--- src/sha_pkg.sv ---
package sha_pkg;

  localparam int unsigned WORD_W     = 32;
  localparam int unsigned BLK_WORDS  = 16;
  localparam int unsigned HASH_WORDS = 8;
  localparam int unsigned ROUNDS     = 64;
  localparam int unsigned BITS_W     = 64;
  localparam int unsigned NBITS_W    = 6;
  localparam int unsigned FILL_W     = $clog2(BLK_WORDS);
  localparam int unsigned IDX_W      = $clog2(HASH_WORDS);
  localparam int unsigned RND_W      = $clog2(ROUNDS);
  localparam int unsigned QUEUE_DEPTH_DEF = 2;

  // block buffer positions that steer the padding, and the last digest index and round
  localparam logic [FILL_W-1:0] FILL_LAST = FILL_W'(BLK_WORDS - 1);
  localparam logic [FILL_W-1:0] FILL_LEN  = FILL_W'(BLK_WORDS - 2);
  localparam logic [IDX_W-1:0]  IDX_LAST  = IDX_W'(HASH_WORDS - 1);
  localparam logic [RND_W-1:0]  RND_LAST  = RND_W'(ROUNDS - 1);

  localparam logic [WORD_W-1:0]  PAD_MARK   = 32'h8000_0000;
  localparam logic [7:0]         PAD_BYTE   = 8'h80;
  localparam logic [NBITS_W-1:0] FULL_NBITS = NBITS_W'(WORD_W);

  typedef enum logic [1:0] {
    CMD_DATA,
    CMD_LAST_FULL,
    CMD_LAST_PART
  } cmd_kind_t;

  typedef struct packed {
    cmd_kind_t           kind;
    logic [WORD_W-1:0]   word;
    logic [NBITS_W-1:0]  nbits;
  } cmd_t;

  typedef struct packed {
    logic start;
    logic reinit;
  } eng_ctl_t;

  function automatic logic [WORD_W-1:0] iv_word(input logic [IDX_W-1:0] i);
    logic [WORD_W-1:0] r;
    case (i)
      3'd0:    r = 32'h6a09e667;
      3'd1:    r = 32'hbb67ae85;
      3'd2:    r = 32'h3c6ef372;
      3'd3:    r = 32'ha54ff53a;
      3'd4:    r = 32'h510e527f;
      3'd5:    r = 32'h9b05688c;
      3'd6:    r = 32'h1f83d9ab;
      default: r = 32'h5be0cd19;
    endcase
    return r;
  endfunction

  function automatic logic [WORD_W-1:0] round_k(input logic [RND_W-1:0] i);
    logic [WORD_W-1:0] r;
    case (i)
      6'd0:  r = 32'h428a2f98;  6'd1:  r = 32'h71374491;
      6'd2:  r = 32'hb5c0fbcf;  6'd3:  r = 32'he9b5dba5;
      6'd4:  r = 32'h3956c25b;  6'd5:  r = 32'h59f111f1;
      6'd6:  r = 32'h923f82a4;  6'd7:  r = 32'hab1c5ed5;
      6'd8:  r = 32'hd807aa98;  6'd9:  r = 32'h12835b01;
      6'd10: r = 32'h243185be;  6'd11: r = 32'h550c7dc3;
      6'd12: r = 32'h72be5d74;  6'd13: r = 32'h80deb1fe;
      6'd14: r = 32'h9bdc06a7;  6'd15: r = 32'hc19bf174;
      6'd16: r = 32'he49b69c1;  6'd17: r = 32'hefbe4786;
      6'd18: r = 32'h0fc19dc6;  6'd19: r = 32'h240ca1cc;
      6'd20: r = 32'h2de92c6f;  6'd21: r = 32'h4a7484aa;
      6'd22: r = 32'h5cb0a9dc;  6'd23: r = 32'h76f988da;
      6'd24: r = 32'h983e5152;  6'd25: r = 32'ha831c66d;
      6'd26: r = 32'hb00327c8;  6'd27: r = 32'hbf597fc7;
      6'd28: r = 32'hc6e00bf3;  6'd29: r = 32'hd5a79147;
      6'd30: r = 32'h06ca6351;  6'd31: r = 32'h14292967;
      6'd32: r = 32'h27b70a85;  6'd33: r = 32'h2e1b2138;
      6'd34: r = 32'h4d2c6dfc;  6'd35: r = 32'h53380d13;
      6'd36: r = 32'h650a7354;  6'd37: r = 32'h766a0abb;
      6'd38: r = 32'h81c2c92e;  6'd39: r = 32'h92722c85;
      6'd40: r = 32'ha2bfe8a1;  6'd41: r = 32'ha81a664b;
      6'd42: r = 32'hc24b8b70;  6'd43: r = 32'hc76c51a3;
      6'd44: r = 32'hd192e819;  6'd45: r = 32'hd6990624;
      6'd46: r = 32'hf40e3585;  6'd47: r = 32'h106aa070;
      6'd48: r = 32'h19a4c116;  6'd49: r = 32'h1e376c08;
      6'd50: r = 32'h2748774c;  6'd51: r = 32'h34b0bcb5;
      6'd52: r = 32'h391c0cb3;  6'd53: r = 32'h4ed8aa4a;
      6'd54: r = 32'h5b9cca4f;  6'd55: r = 32'h682e6ff3;
      6'd56: r = 32'h748f82ee;  6'd57: r = 32'h78a5636f;
      6'd58: r = 32'h84c87814;  6'd59: r = 32'h8cc70208;
      6'd60: r = 32'h90befffa;  6'd61: r = 32'ha4506ceb;
      6'd62: r = 32'hbef9a3f7;  default: r = 32'hc67178f2;
    endcase
    return r;
  endfunction

  function automatic logic [WORD_W-1:0] rotr(input logic [WORD_W-1:0] x,
                                             input int unsigned n);
    return (x >> n) | (x << (WORD_W - n));
  endfunction

  function automatic logic [WORD_W-1:0] big_sigma0(input logic [WORD_W-1:0] x);
    return rotr(x, 2) ^ rotr(x, 13) ^ rotr(x, 22);
  endfunction

  function automatic logic [WORD_W-1:0] big_sigma1(input logic [WORD_W-1:0] x);
    return rotr(x, 6) ^ rotr(x, 11) ^ rotr(x, 25);
  endfunction

  function automatic logic [WORD_W-1:0] small_sigma0(input logic [WORD_W-1:0] x);
    return rotr(x, 7) ^ rotr(x, 18) ^ (x >> 3);
  endfunction

  function automatic logic [WORD_W-1:0] small_sigma1(input logic [WORD_W-1:0] x);
    return rotr(x, 17) ^ rotr(x, 19) ^ (x >> 10);
  endfunction

endpackage

--- src/sha256_hash.sv ---
// SHA-256 over a word stream; words fill a 16-word block, one beat per cycle unless the back end stalls.
// The engine runs 64 rounds and a final add per block; the queue and buffer keep taking words
// meanwhile, but the word that completes the next block waits until the engine is idle.
// After the last word the back end pads, waits for a spilled length block or a block in flight,
// then shows the digest in 8 beats.
// Reset (rst_n low, synchronous) loads the initial hash and clears length, fill and queue.
module sha256_hash
  import sha_pkg::*;
#(
  parameter int unsigned QUEUE_DEPTH = QUEUE_DEPTH_DEF
) (
  input  logic        clk,
  input  logic        rst_n,
  input  logic        in_tvalid,
  output logic        in_tready,
  input  logic [39:0] in_tdata,    // data_word [31:0], byte_count [34:32], zero fill [39:35]
  input  logic        in_tlast,    // last_word
  output logic        out_tvalid,
  input  logic        out_tready,
  output logic [31:0] out_tdata,   // digest_word [31:0]
  output logic [2:0]  out_tuser,   // word_index [2:0]
  output logic        out_tlast    // last_out
);

  // front end: register and classify each beat into a command
  logic f_valid;
  logic f_ready;
  cmd_t f_cmd;

  // queue to back end
  logic q_valid;
  logic q_ready;
  cmd_t q_cmd;

  sha_front u_front (
    .clk       (clk),
    .rst_n     (rst_n),
    .in_tvalid (in_tvalid),
    .in_tready (in_tready),
    .in_tdata  (in_tdata),
    .in_tlast  (in_tlast),
    .cmd_valid (f_valid),
    .cmd_ready (f_ready),
    .cmd       (f_cmd)
  );

  // decouple: the front keeps taking beats while the engine grinds a block
  sha_queue #(
    .DEPTH (QUEUE_DEPTH)
  ) u_queue (
    .clk      (clk),
    .rst_n    (rst_n),
    .wr_valid (f_valid),
    .wr_ready (f_ready),
    .wr_data  (f_cmd),
    .rd_valid (q_valid),
    .rd_ready (q_ready),
    .rd_data  (q_cmd)
  );

  // back end: fill the block, pad, compress, emit the digest and start afresh
  sha_back u_back (
    .clk        (clk),
    .rst_n      (rst_n),
    .cmd_valid  (q_valid),
    .cmd_ready  (q_ready),
    .cmd        (q_cmd),
    .out_tvalid (out_tvalid),
    .out_tready (out_tready),
    .out_tdata  (out_tdata),
    .out_tuser  (out_tuser),
    .out_tlast  (out_tlast)
  );

endmodule

--- src/sha_front.sv ---
module sha_front
  import sha_pkg::*;
(
  input  logic        clk,
  input  logic        rst_n,
  input  logic        in_tvalid,
  output logic        in_tready,
  input  logic [39:0] in_tdata,   // data_word [31:0], byte_count [34:32], zero fill
  input  logic        in_tlast,   // last_word
  output logic        cmd_valid,
  input  logic        cmd_ready,
  output cmd_t        cmd
);

  localparam logic [2:0] BC_NONE  = 3'd0;
  localparam logic [2:0] BC_ONE   = 3'd1;
  localparam logic [2:0] BC_TWO   = 3'd2;
  localparam logic [2:0] BC_THREE = 3'd3;

  logic              valid_r;
  cmd_t              cmd_r;
  cmd_t              cmd_nxt;
  logic [WORD_W-1:0] dw;
  logic [2:0]        bc;
  logic              take;

  assign dw   = in_tdata[31:0];
  assign bc   = in_tdata[34:32];
  assign in_tready = !valid_r || cmd_ready;
  assign take = in_tvalid && in_tready;

  // classify: a short last word carries its own pad marker
  always_comb begin
    cmd_nxt.word  = dw;
    cmd_nxt.nbits = FULL_NBITS;
    cmd_nxt.kind  = in_tlast ? CMD_LAST_FULL : CMD_DATA;
    if (in_tlast) begin
      case (bc)
        BC_NONE: begin
          cmd_nxt.kind  = CMD_LAST_PART;
          cmd_nxt.word  = PAD_MARK;
          cmd_nxt.nbits = NBITS_W'(0);
        end
        BC_ONE: begin
          cmd_nxt.kind  = CMD_LAST_PART;
          cmd_nxt.word  = {dw[31:24], PAD_BYTE, 16'h0000};
          cmd_nxt.nbits = NBITS_W'(8);
        end
        BC_TWO: begin
          cmd_nxt.kind  = CMD_LAST_PART;
          cmd_nxt.word  = {dw[31:16], PAD_BYTE, 8'h00};
          cmd_nxt.nbits = NBITS_W'(16);
        end
        BC_THREE: begin
          cmd_nxt.kind  = CMD_LAST_PART;
          cmd_nxt.word  = {dw[31:8], PAD_BYTE};
          cmd_nxt.nbits = NBITS_W'(24);
        end
        default: begin
          cmd_nxt.kind  = CMD_LAST_FULL;
        end
      endcase
    end
  end

  always_ff @(posedge clk) begin
    if (!rst_n) begin
      valid_r <= 1'b0;
    end else if (take) begin
      valid_r <= 1'b1;
    end else if (cmd_ready) begin
      valid_r <= 1'b0;
    end
  end

  always_ff @(posedge clk) begin
    if (take) begin
      cmd_r <= cmd_nxt;
    end
  end

  assign cmd_valid = valid_r;
  assign cmd       = cmd_r;

endmodule

--- src/sha_queue.sv ---
module sha_queue
  import sha_pkg::*;
#(
  parameter int unsigned DEPTH = QUEUE_DEPTH_DEF
) (
  input  logic clk,
  input  logic rst_n,
  input  logic wr_valid,
  output logic wr_ready,
  input  cmd_t wr_data,
  output logic rd_valid,
  input  logic rd_ready,
  output cmd_t rd_data
);

  localparam int unsigned PW = (DEPTH > 1) ? $clog2(DEPTH) : 1;
  localparam int unsigned CW = $clog2(DEPTH + 1);
  localparam logic [PW-1:0] PTR_LAST = PW'(DEPTH - 1);
  localparam logic [CW-1:0] CNT_FULL = CW'(DEPTH);

  cmd_t          slot_r [DEPTH];
  logic [PW-1:0] wptr_r;
  logic [PW-1:0] rptr_r;
  logic [CW-1:0] cnt_r;
  logic          wr_en;
  logic          rd_en;

  assign wr_ready = (cnt_r != CNT_FULL);
  assign rd_valid = (cnt_r != '0);
  assign wr_en    = wr_valid && wr_ready;
  assign rd_en    = rd_valid && rd_ready;
  assign rd_data  = slot_r[rptr_r];

  always_ff @(posedge clk) begin
    if (!rst_n) begin
      wptr_r <= '0;
      rptr_r <= '0;
      cnt_r  <= '0;
    end else begin
      if (wr_en) begin
        wptr_r <= (wptr_r == PTR_LAST) ? '0 : wptr_r + 1'b1;
      end
      if (rd_en) begin
        rptr_r <= (rptr_r == PTR_LAST) ? '0 : rptr_r + 1'b1;
      end
      if (wr_en && !rd_en) begin
        cnt_r <= cnt_r + 1'b1;
      end else if (rd_en && !wr_en) begin
        cnt_r <= cnt_r - 1'b1;
      end
    end
  end

  always_ff @(posedge clk) begin
    if (wr_en) begin
      slot_r[wptr_r] <= wr_data;
    end
  end

endmodule

--- src/sha_engine.sv ---
module sha_engine
  import sha_pkg::*;
(
  input  logic                                  clk,
  input  logic                                  rst_n,
  input  eng_ctl_t                              ctl,
  input  logic [BLK_WORDS-1:0][WORD_W-1:0]      blk,
  output logic                                  busy,
  output logic [HASH_WORDS-1:0][WORD_W-1:0]     hash
);

  typedef enum logic [1:0] {
    E_IDLE,
    E_ROUND,
    E_FINAL
  } eng_state_t;

  eng_state_t                           state_r;
  logic [RND_W-1:0]                     rnd_r;
  logic [HASH_WORDS-1:0][WORD_W-1:0]    hash_r;
  logic [HASH_WORDS-1:0][WORD_W-1:0]    v_r;
  logic [BLK_WORDS-1:0][WORD_W-1:0]     w_r;
  logic [HASH_WORDS-1:0][WORD_W-1:0]    v_nxt;
  logic [BLK_WORDS-1:0][WORD_W-1:0]     w_nxt;
  logic [WORD_W-1:0]                    t1;
  logic [WORD_W-1:0]                    t2;
  logic [WORD_W-1:0]                    ch;
  logic [WORD_W-1:0]                    maj;

  // one round: working words v_r[0..7] are a..h
  always_comb begin
    ch  = (v_r[4] & v_r[5]) ^ (~v_r[4] & v_r[6]);
    maj = (v_r[0] & v_r[1]) ^ (v_r[0] & v_r[2]) ^ (v_r[1] & v_r[2]);
    t1  = v_r[7] + big_sigma1(v_r[4]) + ch + round_k(rnd_r) + w_r[0];
    t2  = big_sigma0(v_r[0]) + maj;
    v_nxt[7] = v_r[6];
    v_nxt[6] = v_r[5];
    v_nxt[5] = v_r[4];
    v_nxt[4] = v_r[3] + t1;
    v_nxt[3] = v_r[2];
    v_nxt[2] = v_r[1];
    v_nxt[1] = v_r[0];
    v_nxt[0] = t1 + t2;
    for (int i = 0; i < BLK_WORDS - 1; i++) begin
      w_nxt[i] = w_r[i + 1];
    end
    w_nxt[BLK_WORDS-1] = w_r[0] + small_sigma0(w_r[1]) + w_r[9] + small_sigma1(w_r[14]);
  end

  always_ff @(posedge clk) begin
    if (!rst_n) begin
      state_r <= E_IDLE;
      rnd_r   <= '0;
      for (int i = 0; i < HASH_WORDS; i++) begin
        hash_r[i] <= iv_word(IDX_W'(i));
      end
    end else begin
      case (state_r)
        E_IDLE: begin
          rnd_r <= '0;
          if (ctl.start) begin
            state_r <= E_ROUND;
          end else if (ctl.reinit) begin
            for (int i = 0; i < HASH_WORDS; i++) begin
              hash_r[i] <= iv_word(IDX_W'(i));
            end
          end
        end
        E_ROUND: begin
          rnd_r <= rnd_r + 1'b1;
          if (rnd_r == RND_LAST) begin
            state_r <= E_FINAL;
          end
        end
        E_FINAL: begin
          for (int i = 0; i < HASH_WORDS; i++) begin
            hash_r[i] <= hash_r[i] + v_r[i];
          end
          state_r <= E_IDLE;
        end
        default: begin
          state_r <= E_IDLE;
        end
      endcase
    end
  end

  always_ff @(posedge clk) begin
    if (state_r == E_IDLE && ctl.start) begin
      v_r <= hash_r;
      w_r <= blk;
    end else if (state_r == E_ROUND) begin
      v_r <= v_nxt;
      w_r <= w_nxt;
    end
  end

  assign busy = (state_r != E_IDLE);
  assign hash = hash_r;

endmodule

--- src/sha_back.sv ---
module sha_back
  import sha_pkg::*;
(
  input  logic        clk,
  input  logic        rst_n,
  input  logic        cmd_valid,
  output logic        cmd_ready,
  input  cmd_t        cmd,
  output logic        out_tvalid,
  input  logic        out_tready,
  output logic [31:0] out_tdata,   // digest_word [31:0]
  output logic [2:0]  out_tuser,   // word_index [2:0]
  output logic        out_tlast    // last_out
);

  typedef enum logic [2:0] {
    S_IDLE,
    S_MARK,
    S_ZERO,
    S_LEN_HI,
    S_LEN_LO,
    S_WAIT,
    S_OUT
  } back_state_t;

  back_state_t                         state_r, state_nxt;
  logic [FILL_W-1:0]                   fill_r;
  logic [BITS_W-1:0]                   bits_r, bits_nxt;
  logic [IDX_W-1:0]                    idx_r, idx_nxt;
  logic [WORD_W-1:0]                   block_r [BLK_WORDS-1];
  logic                                push_ok;
  logic                                push_en;
  logic [WORD_W-1:0]                   push_word;
  logic                                reinit;
  eng_ctl_t                            eng_ctl;
  logic                                eng_busy;
  logic [BLK_WORDS-1:0][WORD_W-1:0]    eng_blk;
  logic [HASH_WORDS-1:0][WORD_W-1:0]   eng_hash;

  // the word that completes a block needs the engine free
  assign push_ok = !(fill_r == FILL_LAST && eng_busy);

  always_comb begin
    state_nxt = state_r;
    bits_nxt  = bits_r;
    idx_nxt   = idx_r;
    push_en   = 1'b0;
    push_word = '0;
    cmd_ready = 1'b0;
    reinit    = 1'b0;
    case (state_r)
      S_IDLE: begin
        cmd_ready = push_ok;
        if (cmd_valid && push_ok) begin
          push_en   = 1'b1;
          push_word = cmd.word;
          bits_nxt  = bits_r + BITS_W'(cmd.nbits);
          case (cmd.kind)
            CMD_LAST_FULL: state_nxt = S_MARK;
            CMD_LAST_PART: state_nxt = S_ZERO;
            default:       state_nxt = S_IDLE;
          endcase
        end
      end
      S_MARK: begin
        if (push_ok) begin
          push_en   = 1'b1;
          push_word = PAD_MARK;
          state_nxt = S_ZERO;
        end
      end
      S_ZERO: begin
        if (fill_r == FILL_LEN) begin
          state_nxt = S_LEN_HI;
        end else if (push_ok) begin
          push_en = 1'b1;
        end
      end
      S_LEN_HI: begin
        if (push_ok) begin
          push_en   = 1'b1;
          push_word = bits_r[BITS_W-1:WORD_W];
          state_nxt = S_LEN_LO;
        end
      end
      S_LEN_LO: begin
        if (push_ok) begin
          push_en   = 1'b1;
          push_word = bits_r[WORD_W-1:0];
          state_nxt = S_WAIT;
        end
      end
      S_WAIT: begin
        idx_nxt = '0;
        if (!eng_busy) begin
          state_nxt = S_OUT;
        end
      end
      S_OUT: begin
        if (out_tready) begin
          idx_nxt = idx_r + 1'b1;
          if (idx_r == IDX_LAST) begin
            reinit    = 1'b1;
            bits_nxt  = '0;
            state_nxt = S_IDLE;
          end
        end
      end
      default: begin
        state_nxt = S_IDLE;
      end
    endcase
  end

  always_ff @(posedge clk) begin
    if (!rst_n) begin
      state_r <= S_IDLE;
      fill_r  <= '0;
      bits_r  <= '0;
      idx_r   <= '0;
    end else begin
      state_r <= state_nxt;
      bits_r  <= bits_nxt;
      idx_r   <= idx_nxt;
      if (push_en) begin
        fill_r <= fill_r + 1'b1;
      end
    end
  end

  // the sixteenth word goes straight to the engine
  always_ff @(posedge clk) begin
    if (push_en && fill_r != FILL_LAST) begin
      block_r[fill_r] <= push_word;
    end
  end

  always_comb begin
    for (int i = 0; i < BLK_WORDS - 1; i++) begin
      eng_blk[i] = block_r[i];
    end
    eng_blk[BLK_WORDS-1] = push_word;
  end

  assign eng_ctl.start  = push_en && (fill_r == FILL_LAST);
  assign eng_ctl.reinit = reinit;

  sha_engine u_engine (
    .clk   (clk),
    .rst_n (rst_n),
    .ctl   (eng_ctl),
    .blk   (eng_blk),
    .busy  (eng_busy),
    .hash  (eng_hash)
  );

  assign out_tvalid = (state_r == S_OUT);
  assign out_tdata  = eng_hash[idx_r];
  assign out_tuser  = idx_r;
  assign out_tlast  = (idx_r == IDX_LAST);

  a_start_idle: assert property (@(posedge clk) disable iff (!rst_n)
    eng_ctl.start |-> !eng_busy)
    else $error("block compression started while engine busy");

  a_out_settled: assert property (@(posedge clk) disable iff (!rst_n)
    (state_r == S_OUT) |-> (!eng_busy && fill_r == '0))
    else $error("digest shown before final block settled");

  a_msg_done: assert property (@(posedge clk) disable iff (!rst_n)
    (out_tvalid && out_tready && out_tlast) |=> (state_r == S_IDLE && bits_r == '0))
    else $error("message state not cleared after last digest beat");

endmodule
--- config.mk ---
export PLATFORM = sky130hd
export DESIGN_NAME = sha256_hash
export DESIGN_NICKNAME = d
export VERILOG_FILES = /design/src/sha_pkg.sv /design/src/sha256_hash.sv /design/src/sha_front.sv /design/src/sha_queue.sv /design/src/sha_engine.sv /design/src/sha_back.sv
export SDC_FILE = /design/constraint.sdc
export NUM_CORES = 2
export LEC_CHECK = 0
export ABC_CLOCK_PERIOD_IN_PS = 59100
export BUFFER_PORTS_ARGS = -buffer_cell sky130_fd_sc_hd__buf_2
export CAP_MARGIN = 25
export CELL_PAD_IN_SITES_DETAIL_PLACEMENT = 1
export CELL_PAD_IN_SITES_GLOBAL_PLACEMENT = 1
export CORE_UTILIZATION = 52
export CTS_CLUSTER_DIAMETER = 80
export CTS_CLUSTER_SIZE = 20
export DETAILED_ROUTE_END_ITERATION = 6
export PLACE_DENSITY = 0.91
export SLEW_MARGIN = 20
export SYNTH_ARGS = -nofsm -noshare
export SYNTH_HDL_FRONTEND = slang
export SYNTH_HIERARCHICAL = 1
export SYNTH_SLANG_ARGS = --single-unit
--- constraint.sdc ---
create_clock -name clk -period 59.1 [get_ports clk]
set_input_delay 2.955 -clock clk [delete_from_list [all_inputs] [get_ports clk]]
set_output_delay 2.955 -clock clk [all_outputs]
set_load 0.02 [all_outputs]
==> summary.txt <==
Logic synthesis
  – Mux cell area share after synthesis: 3.08%
  – Area share of fa/ha/maj cells after synthesis: 9.43%
  – Yosys cell types: 110
  – Number of synthesized register bits: 1741
  – Mapped Avg Cell Area: 10.2 µm²
  – Synthesized area: 0.0952 mm²
  – Synth top area share: 43.0%
  – Post-synth ARST share: 0%
  – Post-Synth Simple-Gate Area: 15.7%
  – Ys Warns: 6
  – Synth Area in Compound Gates: 11.8%
  – Largest family of logic cells by synthesized area: simple AND/OR/NAND/NOR gates
  – Sequential fraction of the synthesis area: 50.9%
  – Top cells by area, synth: edfxtp_1 (43%), nand2_1 (9.8%), dfxtp_1 (7.9%)
  – Area leader, netlist: edfxtp_1
  – Xor-xnor portion of the synthesized cell area: 5.43%
  – EDFF count, synth: 1365
  – Dominant synthesized flop cell: edfxtp_1
  – Cells after synthesis: 9327

Floorplan
  – Initial Util: 52.5%
  – Die footprint: 0.185 mm²
  – Die Y: 430 µm
  – # rows: 156
  – IO Pins: 83
  – Die Wd: 430 µm
  – Core box area: 0.181 mm²

Placed design
  – GP Congestion: 0.978
  – Number of buffers added on ports: 77
  – Number of cells after detailed placement: 11400
  – Dpl ws: 50.05 ns
  – Hpwl dp: 227000 µm

Clocking
  – TritonCTS clock tree: yes
  – CTS root buf: clkbuf_16
  – Gates resized, CTS repair: 0
  – CTS H-Tree Depth: 3
  – # hold bufs at CTS: 0
  – TritonCTS Buffers: 112
  – Worst-path clk slew: 0.09 ns
  – Clk sinks: 1741
  – Post-CTS Setup Bufs: 0
  – Clock Tree Buf Depth: 3
  – Clk_lat worst skew: 0.83 ns

Layout
  – Commonest non-fill, non-tap cell in the layout: nand2_1
  – Final non-filler cell total: 11700
  – Layout cells sized above 1: 6.80%
  – FF+latch area: 0.0485 mm²
  – Area of the multi-input gates: 0.0435 mm²
  – Area grow syn2layout: 6.83%
  – Most frequent cells in the layout: nand2_1 (2470), edfxtp_1 (1365), a21oi_1 (466)
  – NumNets Final: 9839
  – Fillers: 19400

Worst setup path
  – CP most frequent cell: fa_1
  – Arrival @ worst endpoint: 9.81 ns
  – Reg2reg start: u_back/u_engine/v_nxt[186]$_DFFE_PP_
  – Worst stage delay on the critical path: 0.63 ns
  – Crit path max fanout: 6
  – R2R Setup Slk: 49.82 ns
  – Critical path class: reg -> reg
  – Crit path required time: 59.63 ns
  – Crit end category: flop
  – Crit start category: flop
  – Reg2reg path depth: 33
  – Slowest stage cell, crit path: edfxtp_1
  – Worst reg2reg path endpoint: u_back/u_engine/v_nxt[63]$_DFFE_PP_

STA
  – Hold Fails Final Rpt: 0
  – Post-Route Setup TNS: 0 ns
  – Max transition margin: 19.6%
  – Worst hold slack: 0.452 ns
  – Slew Limit Fails: 0
  – Clk_skew: 0.0446 ns
  – Final worst slack: 49.82 ns
  – Tmin final: 9.28 ns
  – Final Cycle Share: 15.7%
  – Fmax: 108 MHz
  – RSZ-0062 raised after global routing: false
  – Final setup viols: 0
  – Slew @ Worst Pin: 1.21 ns

Routing
  – Final WL: 329000 µm
  – DR WL/cell: 28.2 µm
  – Routed via count: 75100
  – DRC Markers: 0
  – Post-route ant nets: 0
  – TritonRoute pass-1 iters: 6
  – Detailed Route Iter0 Violations: 8689
  – Via density: 6.44

GRT
  – GRT Overall Usage: 34.9%
  – Largest net degree at the start of global routing: 219
  – Total congestion overflow: 0
  – First-pass GRT wire length: 489000 µm
  – Vias in the first global route: 78200
  – Initial antenna violation count: 10

Power
  – Power Dens Cells: 24.2 mW/mm²
  – Lkg Pwr: 40.0 nW
  – VDD IR-drop max: 0.0000301 V

Run status
  – Status: completed

Worst hold path
  – Hold-critical path depth: 0
  – Worst hold path class: reg -> reg
  – Min-delay src: u_front/cmd[21]$_DFFE_PP_
  – WHS Endpoint: u_queue/slot_r[0][21]$_DFFE_PP_

Job
  – Max-cap viol count: 0
## flip-flops by register name, summed over array words and instances, names as in the netlist, 37 cells and up, named ones only
name / cells
u_back/u_engine/v_r: 64
u_queue/slot_r: 80
u_front/cmd: 37
u_back/u_engine/w_nxt: 480
u_back/bits_r: 64
u_back/block_r: 480
u_back/u_engine/v_nxt: 192
u_back/u_engine/hash: 256
## per-stage QoR
stage / total power, mW / instance area [µm²] / utilization [%]
floorplan: 1.53 / 95200 / -
global placement: 1.62 / 98000 / 54.1
detailed placement: 1.64 / 98100 / 54.1
CTS: 2.46 / 102000 / 56.1
global route: 2.52 / 102000 / 56.1
finish: 2.46 / 102000 / 56.1
## cell families (layout without fill, tap and decap cells)
family,count (synthesis),in the layout
AOI/OAI and AO/OA,1773,1773
xor gates and xnor gates,588,588
adders and majority gates,601,601
buffers and inverters,911,867
DFF,1741,1741
muxes,200,200
other,1,7
and+or+nand+nor,3512,3512
## routing by layer
metal | part of all wire, % | GRT usage [%]
met3 | 9.6 | 7.09
met5 | 0.023 | 0
met2 | 46 | 55.0
met4 | 5.9 | 18.3
met1 | 39 | 45.6
## where the power goes
group          switching, mW  total (mW)  internal (mW)
registers             0.0207        1.41           1.39
logic                  0.159       0.210         0.0508
clock network          0.457       0.839          0.382
## cell type report
class	count	area share, %
inverter	457	1.69
tap	2370	2.91
antenna	4	0.00984
clock inverter	47	0.551
clock buffer	156	2.99
timing repair buffer	207	1.44
sequential	1741	47.7
multi-input combinational	6677	42.7
## how the worst max path moves through the flow
stage	from	to	slack, ns	depth (start not counted)
floorplan	u_back/u_engine/state_r[1]$_SDFFE_PN0P_	u_back/u_engine/v_nxt[100]$_DFFE_PP_	23.68	10
global placement	u_back/u_engine/v_nxt[186]$_DFFE_PP_	u_back/u_engine/v_nxt[63]$_DFFE_PP_	50.33	33
detailed placement	u_back/u_engine/v_nxt[186]$_DFFE_PP_	u_back/u_engine/v_nxt[63]$_DFFE_PP_	50.05	33
CTS	u_back/u_engine/v_nxt[186]$_DFFE_PP_	u_back/u_engine/v_nxt[63]$_DFFE_PP_	50.00	33
global route	u_back/u_engine/v_nxt[186]$_DFFE_PP_	u_back/u_engine/v_nxt[63]$_DFFE_PP_	49.34	33
finish	u_back/u_engine/v_nxt[186]$_DFFE_PP_	u_back/u_engine/v_nxt[63]$_DFFE_PP_	49.82	33
## worst max-delay path, delay by kind of cell (launching register included)
family | cells | cell delay (ns)
adders and majority gates | 7 | 3.06
AOI/OAI and AO/OA | 12 | 2.82
xor gates and xnor gates | 4 | 1.02
muxes | 1 | 0.24
and+or+nand+nor | 5 | 0.89
DFF | 1 | 0.63
buffers and inverters | 4 | 0.31
## cells in the mapped netlist, types with 85 or more instances
library cell	instances
edfxtp_1	1365
nor2b_1	128
inv_1	455
a22oi_1	103
o22ai_1	95
dfxtp_1	376
mux2_2	106
nand2_1	2476
a21o_1	192
xor2_1	239
nor3_1	85
a21oi_1	466
xnor2_1	347
o21ai_0	418
ha_1	402
clkbuf_1	388
fa_1	196
nor2_1	320
nand3_1	118
(Power assumes the default switching activity.)
